===== config.mk =====
export PLATFORM = sky130hd
export DESIGN_NAME = single_wire_humidity_sensor_reader
export DESIGN_NICKNAME = d
export VERILOG_FILES = /design/src/rtl/swhsr_pkg.sv /design/src/rtl/swhsr_cfg_regs.sv /design/src/rtl/swhsr_step.sv /design/src/rtl/single_wire_humidity_sensor_reader.sv
export SDC_FILE = /design/constraint.sdc
export NUM_CORES = 1
export LEC_CHECK = 0
export ABC_AREA = 1
export BUFFER_PORTS_ARGS = -buffer_cell sky130_fd_sc_hd__buf_4
export CAP_MARGIN = 30
export CORE_UTILIZATION = 51
export CTS_CLUSTER_SIZE = 16
export DETAILED_ROUTE_END_ITERATION = 8
export PLACE_DENSITY = 0.69
export SETUP_SLACK_MARGIN = 0.3
export SYNTH_ARGS = -nofsm -noshare
export SYNTH_HDL_FRONTEND = slang
export SYNTH_SLANG_ARGS = --single-unit

===== constraint.sdc =====
create_clock -name clk_i -period 10.3 [get_ports clk_i]
set_input_delay 1.545 -clock clk_i [delete_from_list [all_inputs] [get_ports clk_i]]
set_output_delay 1.545 -clock clk_i [all_outputs]
set_load 0.02 [all_outputs]

===== src/rtl/swhsr_pkg.sv =====
// ----------------------------------------------------------------------------
// Single-wire humidity sensor reader package
// Shared types, register indexes, reset values and result codes.
// ----------------------------------------------------------------------------
package swhsr_pkg;

  localparam int unsigned FrameBits = 40;
  localparam int unsigned CfgIndexW = 3;
  localparam int unsigned CfgDataW  = 16;
  localparam int unsigned InDataW   = 8;
  localparam int unsigned OutDataW  = 24;

  // Register indexes of the configuration port.
  localparam logic [CfgIndexW-1:0] REG_REQUEST_LOW  = 3'd0;
  localparam logic [CfgIndexW-1:0] REG_RELEASE_HIGH = 3'd1;
  localparam logic [CfgIndexW-1:0] REG_RESP_TIMEOUT = 3'd2;
  localparam logic [CfgIndexW-1:0] REG_ONE_THRESH   = 3'd3;
  localparam logic [CfgIndexW-1:0] REG_WIDTH_CAP    = 3'd4;

  // Register reset values.
  localparam logic [15:0] RST_REQUEST_LOW  = 16'd18000;
  localparam logic [7:0]  RST_RELEASE_HIGH = 8'd30;
  localparam logic [9:0]  RST_RESP_TIMEOUT = 10'd200;
  localparam logic [7:0]  RST_ONE_THRESH   = 8'd40;
  localparam logic [7:0]  RST_WIDTH_CAP    = 8'd100;

  // Result codes of a finished read.
  localparam logic [2:0] ERR_NONE     = 3'd0;
  localparam logic [2:0] ERR_NO_LOW   = 3'd1;
  localparam logic [2:0] ERR_NO_HIGH  = 3'd2;
  localparam logic [2:0] ERR_NO_END   = 3'd3;
  localparam logic [2:0] ERR_CHECKSUM = 3'd4;

  // Line drive codes.
  localparam logic [1:0] DRIVE_RELEASE = 2'd0;
  localparam logic [1:0] DRIVE_LOW     = 2'd1;
  localparam logic [1:0] DRIVE_HIGH    = 2'd2;

  typedef enum logic [2:0] {
    PH_IDLE      = 3'd0,
    PH_REQ_LOW   = 3'd1,
    PH_REQ_HIGH  = 3'd2,
    PH_WAIT_LOW  = 3'd3,
    PH_WAIT_HIGH = 3'd4,
    PH_WAIT_END  = 3'd5,
    PH_BIT_WAIT  = 3'd6,
    PH_BIT_HIGH  = 3'd7
  } phase_e;

  typedef struct packed {
    logic [15:0] request_low;
    logic [7:0]  release_high;
    logic [9:0]  resp_timeout;
    logic [7:0]  one_thresh;
    logic [7:0]  width_cap;
  } cfg_t;

  typedef struct packed {
    phase_e                 phase;
    logic [15:0]            tick;
    logic [5:0]             bit_idx;
    logic [FrameBits-1:0]   frame;
    logic [7:0]             humidity;
    logic [7:0]             temperature;
    logic [2:0]             err;
  } state_t;

endpackage


===== src/rtl/swhsr_cfg_regs.sv =====
// ----------------------------------------------------------------------------
// Configuration registers
// Timing registers written through a plain indexed write port.
// ----------------------------------------------------------------------------
module swhsr_cfg_regs
  import swhsr_pkg::*;
(
  input  logic                 clk_i,
  input  logic                 rst_ni,
  input  logic                 cfg_we_i,
  input  logic [CfgIndexW-1:0] cfg_index_i,
  input  logic [CfgDataW-1:0]  cfg_data_i,
  output cfg_t                 cfg_o
);

  cfg_t cfg_q, cfg_d;

  always_comb begin
    cfg_d = cfg_q;
    if (cfg_we_i) begin
      case (cfg_index_i)
        REG_REQUEST_LOW:  cfg_d.request_low  = cfg_data_i;
        REG_RELEASE_HIGH: cfg_d.release_high = cfg_data_i[7:0];
        REG_RESP_TIMEOUT: cfg_d.resp_timeout = cfg_data_i[9:0];
        REG_ONE_THRESH:   cfg_d.one_thresh   = cfg_data_i[7:0];
        REG_WIDTH_CAP:    cfg_d.width_cap    = cfg_data_i[7:0];
        default:          cfg_d = cfg_q;
      endcase
    end
  end

  always_ff @(posedge clk_i or negedge rst_ni) begin
    if (!rst_ni) begin
      cfg_q.request_low  <= RST_REQUEST_LOW;
      cfg_q.release_high <= RST_RELEASE_HIGH;
      cfg_q.resp_timeout <= RST_RESP_TIMEOUT;
      cfg_q.one_thresh   <= RST_ONE_THRESH;
      cfg_q.width_cap    <= RST_WIDTH_CAP;
    end else begin
      cfg_q <= cfg_d;
    end
  end

  assign cfg_o = cfg_q;

endmodule


===== src/rtl/swhsr_step.sv =====
// ----------------------------------------------------------------------------
// Read sequencer step
// Next state of the read sequence for one tick of the data line.
// ----------------------------------------------------------------------------
module swhsr_step
  import swhsr_pkg::*;
(
  input  state_t cur_i,
  input  cfg_t   cfg_i,
  input  logic   start_i,
  input  logic   level_i,
  output state_t nxt_o,
  output logic   done_o
);

  logic [15:0]          tick_inc;
  logic                 timeout_hit;
  logic                 fin;
  logic [2:0]           fin_code;
  logic                 end_bit;
  logic [15:0]          end_ticks;
  logic                 bit_val;
  logic [FrameBits-1:0] frame_new;
  logic [5:0]           idx_new;
  logic [7:0]           sum;

  assign tick_inc    = cur_i.tick + 16'd1;
  assign timeout_hit = tick_inc > {6'd0, cfg_i.resp_timeout};

  always_comb begin
    nxt_o     = cur_i;
    done_o    = 1'b0;
    fin       = 1'b0;
    fin_code  = ERR_NONE;
    end_bit   = 1'b0;
    end_ticks = '0;
    bit_val   = 1'b0;
    frame_new = cur_i.frame;
    idx_new   = cur_i.bit_idx;
    sum       = '0;

    case (cur_i.phase)
      PH_IDLE: begin
        if (start_i) begin
          nxt_o.phase = PH_REQ_LOW;
          nxt_o.tick  = 16'd1;
        end
      end
      PH_REQ_LOW: begin
        if (cur_i.tick >= cfg_i.request_low) begin
          nxt_o.phase = PH_REQ_HIGH;
          nxt_o.tick  = 16'd1;
        end else begin
          nxt_o.tick = tick_inc;
        end
      end
      PH_REQ_HIGH: begin
        if (cur_i.tick >= {8'd0, cfg_i.release_high}) begin
          nxt_o.phase = PH_WAIT_LOW;
          nxt_o.tick  = '0;
        end else begin
          nxt_o.tick = tick_inc;
        end
      end
      PH_WAIT_LOW: begin
        if (!level_i) begin
          nxt_o.phase = PH_WAIT_HIGH;
          nxt_o.tick  = '0;
        end else begin
          nxt_o.tick = tick_inc;
          fin        = timeout_hit;
          fin_code   = ERR_NO_LOW;
        end
      end
      PH_WAIT_HIGH: begin
        if (level_i) begin
          nxt_o.phase = PH_WAIT_END;
          nxt_o.tick  = '0;
        end else begin
          nxt_o.tick = tick_inc;
          fin        = timeout_hit;
          fin_code   = ERR_NO_HIGH;
        end
      end
      PH_WAIT_END: begin
        if (!level_i) begin
          nxt_o.phase   = PH_BIT_WAIT;
          nxt_o.tick    = '0;
          nxt_o.bit_idx = '0;
          nxt_o.frame   = '0;
        end else begin
          nxt_o.tick = tick_inc;
          fin        = timeout_hit;
          fin_code   = ERR_NO_END;
        end
      end
      PH_BIT_WAIT: begin
        if (level_i) begin
          nxt_o.phase = PH_BIT_HIGH;
          nxt_o.tick  = 16'd1;
          // A zero cap ends the bit on its first high tick.
          end_bit     = (cfg_i.width_cap == 8'd0);
          end_ticks   = 16'd1;
        end
      end
      PH_BIT_HIGH: begin
        if (level_i) begin
          nxt_o.tick = tick_inc;
          end_bit    = tick_inc > {8'd0, cfg_i.width_cap};
          end_ticks  = tick_inc;
        end else begin
          end_bit   = 1'b1;
          end_ticks = cur_i.tick;
        end
      end
      default: begin
        nxt_o.phase = PH_IDLE;
        nxt_o.tick  = '0;
      end
    endcase

    if (end_bit) begin
      bit_val       = end_ticks > {8'd0, cfg_i.one_thresh};
      frame_new     = {cur_i.frame[FrameBits-2:0], bit_val};
      idx_new       = cur_i.bit_idx + 6'd1;
      nxt_o.frame   = frame_new;
      nxt_o.bit_idx = idx_new;
      nxt_o.tick    = '0;
      if (idx_new >= 6'(FrameBits)) begin
        sum = frame_new[39:32] + frame_new[31:24] + frame_new[23:16] + frame_new[15:8];
        fin = 1'b1;
        if (sum != frame_new[7:0]) begin
          fin_code = ERR_CHECKSUM;
        end else begin
          fin_code          = ERR_NONE;
          nxt_o.humidity    = frame_new[39:32];
          nxt_o.temperature = frame_new[23:16];
        end
      end else begin
        nxt_o.phase = PH_BIT_WAIT;
      end
    end

    if (fin) begin
      nxt_o.err   = fin_code;
      nxt_o.phase = PH_IDLE;
      nxt_o.tick  = '0;
      done_o      = 1'b1;
    end
  end

endmodule


===== src/rtl/single_wire_humidity_sensor_reader.sv =====
// Latency: a result item appears in the cycle after its input item is accepted.
// Throughput: one item per cycle unless the output stalls; the sequencer updates its
// state in a single pass per tick and one result register holds the outgoing item.
// Reset: asynchronous, active low; the sequence returns to idle, the holds clear
// to zero and the timing registers take their default values.
// ----------------------------------------------------------------------------
// Single-wire humidity sensor reader
// Drives the request pulse on a single-wire sensor line, checks the sensor's
// response timing, decodes the 40-bit frame and verifies its checksum.
// ----------------------------------------------------------------------------
module single_wire_humidity_sensor_reader
  import swhsr_pkg::*;
(
  input  logic                 clk_i,
  input  logic                 rst_ni,
  // Configuration write port.
  input  logic                 cfg_we_i,
  input  logic [CfgIndexW-1:0] cfg_index_i,
  input  logic [CfgDataW-1:0]  cfg_data_i,
  // Tick input: one item per microsecond sample of the data line.
  input  logic                 s_axis_tvalid_i,
  output logic                 s_axis_tready_o,
  // Fields from bit 0: start_read[0], line_level[1], zero fill [7:2].
  input  logic [InDataW-1:0]   s_axis_tdata_i,
  // Result output: one item per tick.
  output logic                 m_axis_tvalid_o,
  input  logic                 m_axis_tready_i,
  // Fields from bit 0: line_drive[1:0], busy_res[2], done_res[3],
  // error_code[6:4], humidity[14:7], temperature[22:15], zero fill [23].
  output logic [OutDataW-1:0]  m_axis_tdata_o
);

  cfg_t   cfg;
  state_t state_q, state_d;
  logic   done;
  logic   in_acc;

  logic                out_valid_q;
  logic [OutDataW-1:0] out_q, out_d;
  logic [1:0]          drive;

  swhsr_cfg_regs u_cfg (
    .clk_i       (clk_i),
    .rst_ni      (rst_ni),
    .cfg_we_i    (cfg_we_i),
    .cfg_index_i (cfg_index_i),
    .cfg_data_i  (cfg_data_i),
    .cfg_o       (cfg)
  );

  swhsr_step u_step (
    .cur_i   (state_q),
    .cfg_i   (cfg),
    .start_i (s_axis_tdata_i[0]),
    .level_i (s_axis_tdata_i[1]),
    .nxt_o   (state_d),
    .done_o  (done)
  );

  // A new tick is taken whenever the result register is empty or is being
  // emptied in the same cycle, so the stream runs at one item per cycle.
  assign s_axis_tready_o = !out_valid_q || m_axis_tready_i;
  assign in_acc          = s_axis_tvalid_i && s_axis_tready_o;

  // The result shows the state after the tick.
  always_comb begin
    case (state_d.phase)
      PH_REQ_LOW:  drive = DRIVE_LOW;
      PH_REQ_HIGH: drive = DRIVE_HIGH;
      default:     drive = DRIVE_RELEASE;
    endcase
    out_d = {1'b0, state_d.temperature, state_d.humidity, state_d.err, done,
             (state_d.phase != PH_IDLE), drive};
  end

  always_ff @(posedge clk_i or negedge rst_ni) begin
    if (!rst_ni) begin
      state_q.phase       <= PH_IDLE;
      state_q.tick        <= '0;
      state_q.bit_idx     <= '0;
      state_q.frame       <= '0;
      state_q.humidity    <= '0;
      state_q.temperature <= '0;
      state_q.err         <= ERR_NONE;
    end else if (in_acc) begin
      state_q <= state_d;
    end
  end

  always_ff @(posedge clk_i or negedge rst_ni) begin
    if (!rst_ni) begin
      out_valid_q <= 1'b0;
    end else if (in_acc) begin
      out_valid_q <= 1'b1;
    end else if (m_axis_tready_i) begin
      out_valid_q <= 1'b0;
    end
  end

  always_ff @(posedge clk_i) begin
    if (in_acc) begin
      out_q <= out_d;
    end
  end

  assign m_axis_tvalid_o = out_valid_q;
  assign m_axis_tdata_o  = out_q;

`ifndef SYNTHESIS
  // A finishing tick always leaves the sequence idle.
  a_done_not_busy: assert property (@(posedge clk_i) disable iff (!rst_ni)
    m_axis_tvalid_o && m_axis_tdata_o[3] |-> !m_axis_tdata_o[2])
    else $error("done result while still busy");

  // The stored result code only changes on a finishing tick.
  a_err_only_on_done: assert property (@(posedge clk_i) disable iff (!rst_ni)
    in_acc && (state_d.err != state_q.err) |-> done)
    else $error("error code changed without a finished read");

  // The bit counter never runs past the frame length.
  a_bit_idx_range: assert property (@(posedge clk_i) disable iff (!rst_ni)
    state_q.bit_idx <= 6'(FrameBits))
    else $error("bit index beyond frame length");
`endif

endmodule


==> flow_metrics.tcl <==
set metrics [dict create \
    grt.total_usage_pct 23.54 \
    hold_viol_final 0 \
    cts_buffer_depth 2 \
    clock-skew-final_ns 0.009091 \
    min_period_ns 4.606 \
    fin_crit_sh_pct 44.71 \
    drive_gt1_share_pct 11.27 \
    wl_mm 20.37 \
    swShare_pct 41.02 \
    antenna_found_initial 0 \
    yosys.area_share.xor_xnor_pct 2.391 \
    post_cts_resized 0 \
    relSlewSlack_pct 40.46 \
    die_w_um 136.0 \
    dieArea_mm2 0.01850 \
    fillCellCount 1566 \
    synth-adder-area-share_pct 11.39 \
    die_h_um 136.0 \
    htree_levels 4 \
    synth_compound_area_share_pct 11.71 \
    viasPerCell 5.317 \
    dr.first_iter.drc_count 590 \
    synthMuxAreaShare_pct 0 \
    grt_max_degree 71 \
    leakage_nw 5.218 \
    worstPathArrival_ns 4.79 \
    clk_pin_slew_worst_paths_ns 0.06 \
    syn_nets 1199 \
    power_density_mw_per_mm2 297.4 \
    p_sw_mw 1.253 \
    worstSkewPairLatency_ns 0.43 \
    initial_core_util_pct 52.59 \
    worst_path_most_repeated_cell "nand2_1" \
    cts_buffers 17 \
    synth.avg_cell_area_um2 8.387 \
    remaining_drc_errors 0 \
    internal-power_mw 1.802 \
    wire_per_inst_um 14.87 \
    fin_util_pct 58.99 \
    tns_ns 0 \
    gp_congestion 0.8961 \
    layout_common_cells "nand2_1, inv_1, dfrtp_1" \
    numPlacedInstances 1338 \
    power.share.sequential_pct 31.1 \
    max_freq_ghz 0.2171 \
    max_stage_delay_ns 0.54 \
    diodes 0 \
    cp_max_fo 22 \
    cp_top_family "simple AND/OR/NAND/NOR gates" \
    num_vias 7284 \
    synth_seq_cells 157 \
    grtUsageMet2_pct 35.59 \
    cts_root_buffer "clkbuf_16" \
    clkSinkCount 157 \
    portBuffers 50 \
    status "completed" \
    worst-path-buf-inv 4 \
    ios 58 \
    synth-simple-area-share_pct 21.01 \
    synth_top_family_by_area "simple AND/OR/NAND/NOR gates" \
    worstPathCellList "buf_4 > inv_1 > ha_1 > a21oi_1 > ha_1 > inv_1 > nand2_1 > nand2_1 > nand2_1 > nand2_1 > nand2_1 > nand2_1 > nand2_1 > nand2_1 > inv_1 > nand3_1 > nor2_1 > nand2_1 > nand2_1 > nand2_2 > nand3_4 > nand2_1 > and2_1" \
    grt_first_pass_wirelength_mm 33.48 \
    grt_overflow 0 \
    ys_types 40 \
    post_cts_buffers 0 \
    min_path_type "reg -> reg" \
    synth_warnings 0 \
    antenna_left 0 \
    cp-start-kind "input pin" \
    worst_pin_slew_ns 0.8872 \
    area_growth_pct 12.19 \
    place_area_mm2 0.009694 \
    crit_type "in -> reg" \
    final_cells 1370 \
    core_area_mm2 0.01742 \
    hpwl_mm 14.49 \
    nNetsFinal 1239 \
    postLayoutCellArea_mm2 0.01027 \
    ctsHoldBuffers 0 \
    placement_rows 48 \
    pwr-share-comb_pct 48.5 \
    rsz0062_at_grt "no" \
    synth_cells 1092 \
    first_pass_iters 5 \
    use_met3_pct 3.990 \
    crit_path_end_kind "register" \
    ir_drop_mv 0.2667 \
    crit_path_top_delay_cell "inv_1" \
    grt_pass1_vias 6718 \
    final_common_cell "nand2_1" \
    drv_slew 0 \
    gr-max-usage-layer "met2" \
    cp.required_ns 10.48 \
    clkPwrFrac_pct 20.4 \
    maxCapViolCount 0 \
    grt_util_met1_pct 34.72 \
    cts_tree "done" \
    syn_area_mm2 0.009159 \
    setup_viol 0 \
    ys_seq_area_share_pct 44.39 \
]
[Yosys cell counts]
cell type	n	area, µm²
nand2_1	234	878.3
inv_1	176	660.6
dfrtp_1	117	2928
o21ai_0	76	380.4
ha_1	61	763.2
nor2_1	61	229.0
a21oi_1	52	260.3
nand3_1	52	260.3
o22ai_1	43	269.0
nand4_1	29	181.4
edfxtp_1	23	690.7
and2_1	17	106.4
clkbuf_1	17	63.81
dfstp_2	17	446.7
fa_1	14	280.3
xor2_1	14	122.6
buf_2	13	65.06
xnor2_1	11	96.34
nand2_2	10	62.56
o21ai_1	8	40.04
nor3_1	6	30.03
nand3b_1	4	30.03
nor2_2	4	25.02
o211ai_1	4	30.03
o41ai_1	4	35.03
buf_4	3	22.52
a211oi_1	2	15.01
a21o_1	2	15.01
inv_2	2	7.510
nand2_4	2	22.52
nand3_2	2	20.02
nor2_4	2	22.52
nor4_1	2	12.51
o31ai_1	2	15.01
a211oi_2	1	12.51
buf_6	1	11.26
conb_1	1	3.750
nand3_4	1	17.52
nor2_8	1	20.02
or2_2	1	6.260
[area by class of cell]
class | instances | area [µm²] | share of cell area (%)
multi-input combinational | 723 | 4263 | 41.49
sequential | 157 | 4065 | 39.56
inverter | 178 | 668.1 | 6.503
clock buffer | 19 | 442.9 | 4.311
timing repair buffer | 55 | 416.7 | 4.055
tap | 225 | 281.5 | 2.740
clock inverter | 13 | 137.6 | 1.339
[worst paths after layout]
check	startpoint	endpoint	slack, ns	depth (start not counted)
worst min register to register	state_q[16]$_DFFE_PN0P_	state_q[16]$_DFFE_PN0P_	0.48	2
worst max-delay path	s_axis_tdata_i[1]	m_axis_tdata_o[15]$_DFFE_PP_	5.69	23
worst max register to register	state_q[27]$_DFFE_PN0P_	m_axis_tdata_o[6]$_DFFE_PP_	6.02	13
min in group asynchronous	rst_ni	u_cfg.cfg_o[20]$_DFFE_PN0P_	1.09	1
max in group asynchronous	rst_ni	state_q[35]$_DFFE_PN0P_	7.91	2
worst min-delay path	state_q[16]$_DFFE_PN0P_	state_q[16]$_DFFE_PN0P_	0.48	2
[worst register-to-register path: stages, from the launching register on]
cell and delay [ns]:
dfrtp_1 0.42, fa_1 0.51, fa_1 0.52, ha_1 0.18, inv_1 0.06, fa_1 0.40, o21ai_0 0.31, xnor2_1 0.19
nor2_1 0.06, nor2_1 0.10, nand3_1 0.10, nor2_2 0.53, nand3_4 0.39, and2_1 0.26
[flip-flops by register name, indices dropped and copies added (netlist names)]
register / flops
m_axis_tdata_o: 23
m_axis_tvalid_o: 1
state_q: 83
u_cfg.cfg_o: 50
[per-stage QoR]
| step | worst slack (ns) | power, mW | hold WS, ns |
|---|---|---|---|
| final | 5.694 | 3.055 | 0.4811 |
| after global routing | 5.362 | 3.320 | 0.5055 |
| after CTS | 5.712 | 3.074 | 0.4823 |
| after detailed placement | 5.278 | 2.438 | 0.4648 |
| after global placement | 5.268 | 2.406 | 0.4607 |
| after floorplan | 6.005 | 2.132 | 0.4491 |
[kinds of logic after synthesis]
family	count (synthesis)
fa+ha+maj	75
buf+inv	212
compound gates	194
xor+xnor	25
other cells	1
simple gates	428
flops	157
[per-layer routing]
layer	up-vias	wire length (µm)
met4	0	294
li1	3644	-
met5	-	0
met3	27	945
met1	3449	10170
met2	164	8962
[power by group through the flow]
stage          Clock, mW  Combinational [mW]  Sequential (mW)
4_1_cts            0.633                1.49            0.948
3_3_place_gp           0                1.46            0.951
5_1_grt            0.659                1.69            0.970
3_5_place_dp           0                1.48            0.957
6_report           0.624                1.48            0.949
2_1_floorplan          0                1.19            0.938
No activity file was read; power rests on OpenSTA's default activity.
